### src/rtl/priority_task_scheduler_top_macros.svh
// Assertion helpers shared by the scheduler RTL.
`ifndef PRIORITY_TASK_SCHEDULER_TOP_MACROS_SVH
`define PRIORITY_TASK_SCHEDULER_TOP_MACROS_SVH

// Check cons in the same cycle as ante.
`define PTS_ASSERT_NOW(label, ante, cons, msg) \
  label: assert property (@(posedge clk) disable iff (rst) (ante) |-> (cons)) \
    else $error(msg);

// Check cons in the cycle after ante.
`define PTS_ASSERT_NEXT(label, ante, cons, msg) \
  label: assert property (@(posedge clk) disable iff (rst) (ante) |=> (cons)) \
    else $error(msg);

`endif

### src/rtl/pts_pkg.sv
package pts_pkg;

  // Internal widths cover the full parameter range (up to 64 tasks and priorities).
  localparam int TID_W   = 6;
  localparam int PRI_W   = 6;
  localparam int RANK_W  = 6;
  localparam int WL_W    = 7;
  localparam int CNT_W   = 32;
  localparam int SLICE_W = 16;

  localparam logic [7:0] LOCK_MAX = 8'd255;

  localparam logic [2:0] K_READY   = 3'd0;
  localparam logic [2:0] K_UNREADY = 3'd1;
  localparam logic [2:0] K_DELAY   = 3'd2;
  localparam logic [2:0] K_TICK    = 3'd3;
  localparam logic [2:0] K_LOCK    = 3'd4;
  localparam logic [2:0] K_UNLOCK  = 3'd5;
  localparam logic [2:0] K_SCHED   = 3'd6;
  localparam logic [2:0] K_WAKE    = 3'd7;

  // Broadcast from the sequencer to every cell.
  typedef struct packed {
    logic               rem_en;
    logic [TID_W-1:0]   rem_id;
    logic [PRI_W-1:0]   rem_prio;
    logic [RANK_W-1:0]  rem_rank;
    logic               ins_en;
    logic               ins_front;
    logic [TID_W-1:0]   ins_id;
    logic [PRI_W-1:0]   ins_prio;
    logic [RANK_W-1:0]  ins_rank;
    logic [SLICE_W-1:0] slice_load;
    logic               drem_en;
    logic [TID_W-1:0]   drem_id;
    logic [RANK_W-1:0]  drem_rank;
    logic               dapp_en;
    logic [TID_W-1:0]   dapp_id;
    logic [RANK_W-1:0]  dapp_rank;
    logic [CNT_W-1:0]   dapp_count;
    logic               dec_en;
    logic [TID_W-1:0]   dec_id;
    logic               sdec_en;
    logic [TID_W-1:0]   sdec_id;
    logic               q_by_rank;
    logic [TID_W-1:0]   q_id;
    logic [RANK_W-1:0]  q_rank;
    logic [PRI_W-1:0]   scan_prio;
  } cell_cmd_t;

  // State of the queried cell; zero from every other cell.
  typedef struct packed {
    logic               hit;
    logic [TID_W-1:0]   id;
    logic               ready;
    logic [PRI_W-1:0]   prio;
    logic [RANK_W-1:0]  rank;
    logic               delayed;
    logic [RANK_W-1:0]  drank;
    logic [CNT_W-1:0]   wcount;
    logic [SLICE_W-1:0] slice;
  } cell_view_t;

  // Token that walks the chain: best queue head so far and a priority count.
  typedef struct packed {
    logic             found;
    logic [PRI_W-1:0] prio;
    logic [TID_W-1:0] id;
    logic [WL_W-1:0]  count;
  } scan_t;

endpackage

### src/rtl/pts_cell.sv
module pts_cell import pts_pkg::*; #(
  parameter int CELL_ID = 0
) (
  input  logic       clk,
  input  logic       rst,
  input  cell_cmd_t  cmd,
  input  scan_t      scan_in,
  output scan_t      scan_out,
  output cell_view_t view,
  output logic       is_ready
);

  localparam logic [TID_W-1:0] MY_ID = TID_W'(CELL_ID);

  logic               ready, ready_next;
  logic               delayed, delayed_next;
  logic [PRI_W-1:0]   prio, prio_next;
  logic [RANK_W-1:0]  rank, rank_next;
  logic [RANK_W-1:0]  drank, drank_next;
  logic [CNT_W-1:0]   wcount, wcount_next;
  logic [SLICE_W-1:0] slice, slice_next;
  scan_t              scan_q, scan_next;
  logic               rank_dn, rank_up, drank_dn, match;

  always_comb begin
    rank_dn  = cmd.rem_en && ready && (prio == cmd.rem_prio) && (rank > cmd.rem_rank);
    rank_up  = cmd.ins_en && cmd.ins_front && ready && (prio == cmd.ins_prio);
    drank_dn = cmd.drem_en && delayed && (drank > cmd.drem_rank);

    ready_next   = ready;
    prio_next    = prio;
    rank_next    = rank - RANK_W'(rank_dn) + RANK_W'(rank_up);
    slice_next   = slice;
    delayed_next = delayed;
    drank_next   = drank - RANK_W'(drank_dn);
    wcount_next  = wcount;

    if (cmd.ins_en && cmd.ins_id == MY_ID) begin
      ready_next = 1'b1;
      prio_next  = cmd.ins_prio;
      rank_next  = cmd.ins_front ? '0 : cmd.ins_rank;
      slice_next = cmd.slice_load;
    end else begin
      if (cmd.rem_en && cmd.rem_id == MY_ID) begin
        ready_next = 1'b0;
      end
      if (cmd.sdec_en && cmd.sdec_id == MY_ID) begin
        slice_next = slice - SLICE_W'(1);
      end
    end

    if (cmd.dapp_en && cmd.dapp_id == MY_ID) begin
      delayed_next = 1'b1;
      drank_next   = cmd.dapp_rank;
      wcount_next  = cmd.dapp_count;
    end else begin
      if (cmd.drem_en && cmd.drem_id == MY_ID) begin
        delayed_next = 1'b0;
      end
      if (cmd.dec_en && cmd.dec_id == MY_ID) begin
        wcount_next = wcount - CNT_W'(1);
      end
    end

    // Fold this cell into the passing token.
    scan_next = scan_in;
    if (ready && rank == '0 && (!scan_in.found || prio < scan_in.prio)) begin
      scan_next.found = 1'b1;
      scan_next.prio  = prio;
      scan_next.id    = MY_ID;
    end
    if (ready && prio == cmd.scan_prio) begin
      scan_next.count = scan_in.count + WL_W'(1);
    end

    match = cmd.q_by_rank ? (delayed && drank == cmd.q_rank) : (cmd.q_id == MY_ID);
    view  = '0;
    if (match) begin
      view.hit     = 1'b1;
      view.id      = MY_ID;
      view.ready   = ready;
      view.prio    = prio;
      view.rank    = rank;
      view.delayed = delayed;
      view.drank   = drank;
      view.wcount  = wcount;
      view.slice   = slice;
    end
  end

  always_ff @(posedge clk) begin
    if (rst) begin
      ready   <= 1'b0;
      delayed <= 1'b0;
      scan_q  <= '0;
    end else begin
      ready   <= ready_next;
      delayed <= delayed_next;
      scan_q  <= scan_next;
    end
  end

  always_ff @(posedge clk) begin
    prio   <= prio_next;
    rank   <= rank_next;
    drank  <= drank_next;
    wcount <= wcount_next;
    slice  <= slice_next;
  end

  assign scan_out = scan_q;
  assign is_ready = ready;

endmodule

### config.mk
export PLATFORM = sky130hd
export DESIGN_NAME = pts_cell
export DESIGN_NICKNAME = d
export VERILOG_FILES = /design/src/rtl/priority_task_scheduler_top_macros.svh /design/src/rtl/pts_pkg.sv /design/src/rtl/pts_cell.sv
export SDC_FILE = /design/constraint.sdc
export NUM_CORES = 1
export LEC_CHECK = 0
export ABC_AREA = 0
export BUFFER_PORTS_ARGS = -buffer_cell sky130_fd_sc_hd__buf_2
export CORE_UTILIZATION = 43
export DETAILED_ROUTE_END_ITERATION = 16
export PLACE_DENSITY = 0.77
export SYNTH_ARGS = -nofsm -noshare
export SYNTH_HDL_FRONTEND = slang
export SYNTH_SLANG_ARGS = --single-unit
### constraint.sdc
create_clock -name clk -period 4.7 [get_ports clk]
set_input_delay 0.47 -clock clk [delete_from_list [all_inputs] [get_ports clk]]
set_output_delay 0.47 -clock clk [all_outputs]
set_load 0.01 [all_outputs]
==> flow_metrics.py <==
metrics = {
    "final_layout": {
        "final_cell_area_um2": 7490,
        "fillers": 1192,
        "mostFrequentLayoutCells": "257 x buf_2, 82 x nor2_1, 73 x and2_1, 54 x edfxtp_1, 52 x a21oi_1",
        "post_route_cells_drive_above_1_share": 0.332,
        "layout.cells.most_common": "buf_2",
        "nets": 1088,
        "area_growth_pct": 30.2,
    },
    "worst_setup_path": {
        "worst_setup_path_category": "reg2reg",
        "critPathBufInv": 1,
        "startpoint_type": "flop",
        "highest_cell_delay_on_the_worst_timing_path_ns": 0.51,
        "worst_ep_arrival_ns": 3.21,
        "critPathCaptureType": "flop",
        "worst_ep_required_time_ns": 4.96,
        "crit_slowest_cell": "edfxtp_1",
        "cp_cell_sequence": "xnor2_1 > nand3_1 > nor3_1 > o21ai_0 > nor3_1 > ha_1 > inv_1 > ha_1 > a21oi_1 > nor2b_1 > o311a_1 > or3_1 > a31oi_1",
        "timing.critical_path.fanout_max": 6,
        "critical_path.top_delay_family": "simple AND/OR/NAND/NOR gates",
    },
    "place": {
        "gpl.final_weighted_congestion": 0.866,
        "number_of_buffers_added_on_ports": 257,
        "dp.final_hpwl_um": 12200,
        "place_area_um2": 7220,
    },
    "power_and_ir_drop": {
        "comb_power_share": 0.208,
        "ir_worst_vdd_v": 0.000197,
        "power.switching_fraction": 0.284,
        "cellPowerDensity_nw_per_um2": 267,
        "power.share.sequential": 0.455,
        "clock_power_share": 0.337,
        "internal-power_mw": 1.43,
        "switching_power_total_mw": 0.569,
        "leakage_dissipation_nw": 3.42,
    },
    "flow_run": {
        "drv.max_cap_violation_count": 0,
    },
    "yosys": {
        "yosysWarningCount": 0,
        "seq_area_frac_synth": 0.400,
        "netlist_instances": 639,
        "synth_ff_type": "edfxtp_1",
        "yosys.cell_types.count": 50,
        "synth_enable_flop_cells": 54,
        "count_of_state_elements_after_synthesis": 88,
        "synthesis.area_um2": 5750,
        "async_flop_share": 0,
        "syn_avg_cell_area_um2": 9.00,
    },
    "timing": {
        "worst_pin_slew_ns": 1.00,
        "grt_setup_unrepaired": "no",
        "relSlewSlack": 0.331,
        "report.final.setup_viol": 0,
        "fin_tns_setup_ns": 0,
        "finalHoldViolations": 0,
        "timing.final.crit_period_ns": 2.95,
        "maxClockFrequency_mhz": 339,
        "skew_ns": 0.00614,
        "period_share": 0.629,
        "report.final.slew_viol_count": 0,
    },
    "cts": {
        "post_cts_resize_count": 0,
        "cts_setup_buffers": 0,
        "clock_latency_of_the_later_clocked_register_in_the_worst_skew_pair_ns": 0.34,
        "hold_buffers": 0,
        "clock_sinks": 88,
        "clkSlewWorstSetupHoldPaths_ns": 0.07,
        "cts.root.buffer_cell": "clkbuf_16",
        "h-tree-depth": 3,
        "cts_inserted_buffers": 9,
        "cts_buffer_depth": 2,
        "tritoncts": "built",
    },
    "floorplan": {
        "fp-row-count": 41,
        "die_height_um": 118,
        "initial_util": 0.448,
        "core-area_um2": 12800,
        "floorplan.io_pins": 264,
        "die_width_um": 118,
        "die-area_um2": 13800,
    },
    "hold_path": {
        "hp-class": "in2reg",
    },
    "grt": {
        "grt_pass1_wl_um": 25400,
        "globalRouteOverflowTotal": 0,
        "grt_max_degree": 55,
        "grt_util_all_layers": 0.229,
        "grt_pass1_vias": 5199,
        "antenna_found_initial": 1,
    },
    "detailed_routing": {
        "routed_via_density": 5.08,
        "routedWlPerCell_um": 15.0,
        "vias_after_detailed_routing": 5418,
        "postRouteAntennaNets": 0,
        "routed_wirelength_um": 16000,
        "drc_viols": 0,
        "drt_iter0_drc": 315,
        "detailedRoute.firstPassIterationCount": 4,
    },
    "outcome": {
        "status": "finished clean",
    },
}
power by group through the flow:
stage	Clock, mW	Combinational (mW)	Sequential (mW)
4_1_cts	0.688	0.416	0.910
2_1_floorplan	0	0.270	0.913
5_1_grt	0.717	0.472	0.917
3_5_place_dp	0	0.412	0.928
6_report	0.675	0.417	0.911
3_3_place_gp	0	0.402	0.928
cell usage after synthesis (3+ instances only):
master | n | area share
o31ai_1 | 5 | 0.0065
nor2b_1 | 6 | 0.0065
nor4_1 | 10 | 0.011
dfxtp_1 | 34 | 0.12
or4_1 | 9 | 0.012
nand4_1 | 9 | 0.0098
clkbuf_1 | 20 | 0.013
xnor2_1 | 42 | 0.064
edfxtp_1 | 54 | 0.28
xor2_1 | 30 | 0.046
or4b_2 | 3 | 0.0052
nand4b_1 | 3 | 0.0046
or3_1 | 8 | 0.0087
a21oi_1 | 52 | 0.045
and2_1 | 73 | 0.079
mux2i_1 | 6 | 0.010
o21ai_0 | 22 | 0.019
a31oi_1 | 9 | 0.0098
nand3_1 | 13 | 0.011
nor2_1 | 82 | 0.054
nand3b_1 | 3 | 0.0039
nor3_1 | 11 | 0.0096
ha_1 | 30 | 0.065
nand2_1 | 33 | 0.022
inv_1 | 35 | 0.023
buf_4 | 7 | 0.0091
metal layers:
layer	vias to the layer above	track usage	routed length (um)
li1	2702	-	-
met1	2488	0.294	6930
met2	208	0.382	7810
met3	20	0.0407	952
met4	0	0.0841	269
met5	-	0	0
registers in the layout, summed over array words and instances (netlist names):
| signal | count |
|---|---|
| wcount | 32 |
| scan_out | 20 |
| slice | 16 |
| drank | 6 |
| prio | 6 |
| rank | 6 |
| delayed | 1 |
| is_ready | 1 |
final cells by class:
| class | count | area (um^2) | area share |
|---|---|---|---|
| Antenna cell | 1 | 2.50 | 0.000334 |
| Clock buffer | 9 | 225 | 0.0301 |
| Clock inverter | 7 | 45.0 | 0.00601 |
| Inverter | 36 | 135 | 0.0180 |
| Multi-Input combinational cell | 492 | 3240 | 0.433 |
| Sequential cell | 88 | 2300 | 0.307 |
| Tap cell | 172 | 215 | 0.0287 |
| Timing Repair Buffer | 262 | 1320 | 0.177 |
stage by stage:
step                utilization  cells  power [mW]  worst slack [ns]  hold WS [ns]
floorplan                     -    644        1.18              1.26         0.458
detailed placement        0.563   1050        1.34              1.60         0.531
finish                    0.584   1067        2.00              1.75         0.322
global route              0.584   1067        2.11              1.51         0.313
CTS                       0.584   1066        2.01              1.75         0.311
global placement          0.563   1050        1.33              1.71         0.526
final timing paths:
check / startpoint / end / slack [ns] / cells past startpoint
worst min register to register: delayed / delayed / 0.54 / 2
worst min-delay path: scan_in[10] / scan_out[10] / 0.32 / 2
worst max-delay path: prio[2] / rank[5] / 1.75 / 13
worst max register to register: prio[2] / rank[5] / 1.75 / 13
cell families (layout without fill, tap and decap cells):
group | after synthesis | in the layout | synth area share
simple gates | 278 | 278 | 0.264
compound gates | 97 | 97 | 0.0962
flops | 88 | 88 | 0.400
xor+xnor | 72 | 72 | 0.110
buf+inv | 64 | 314 | 0.0463
fa+ha+maj | 31 | 31 | 0.0688
mux | 8 | 8 | 0.0144
other cells | 1 | 7 | 0.000652
No activity file was read; power rests on OpenSTA's default activity.
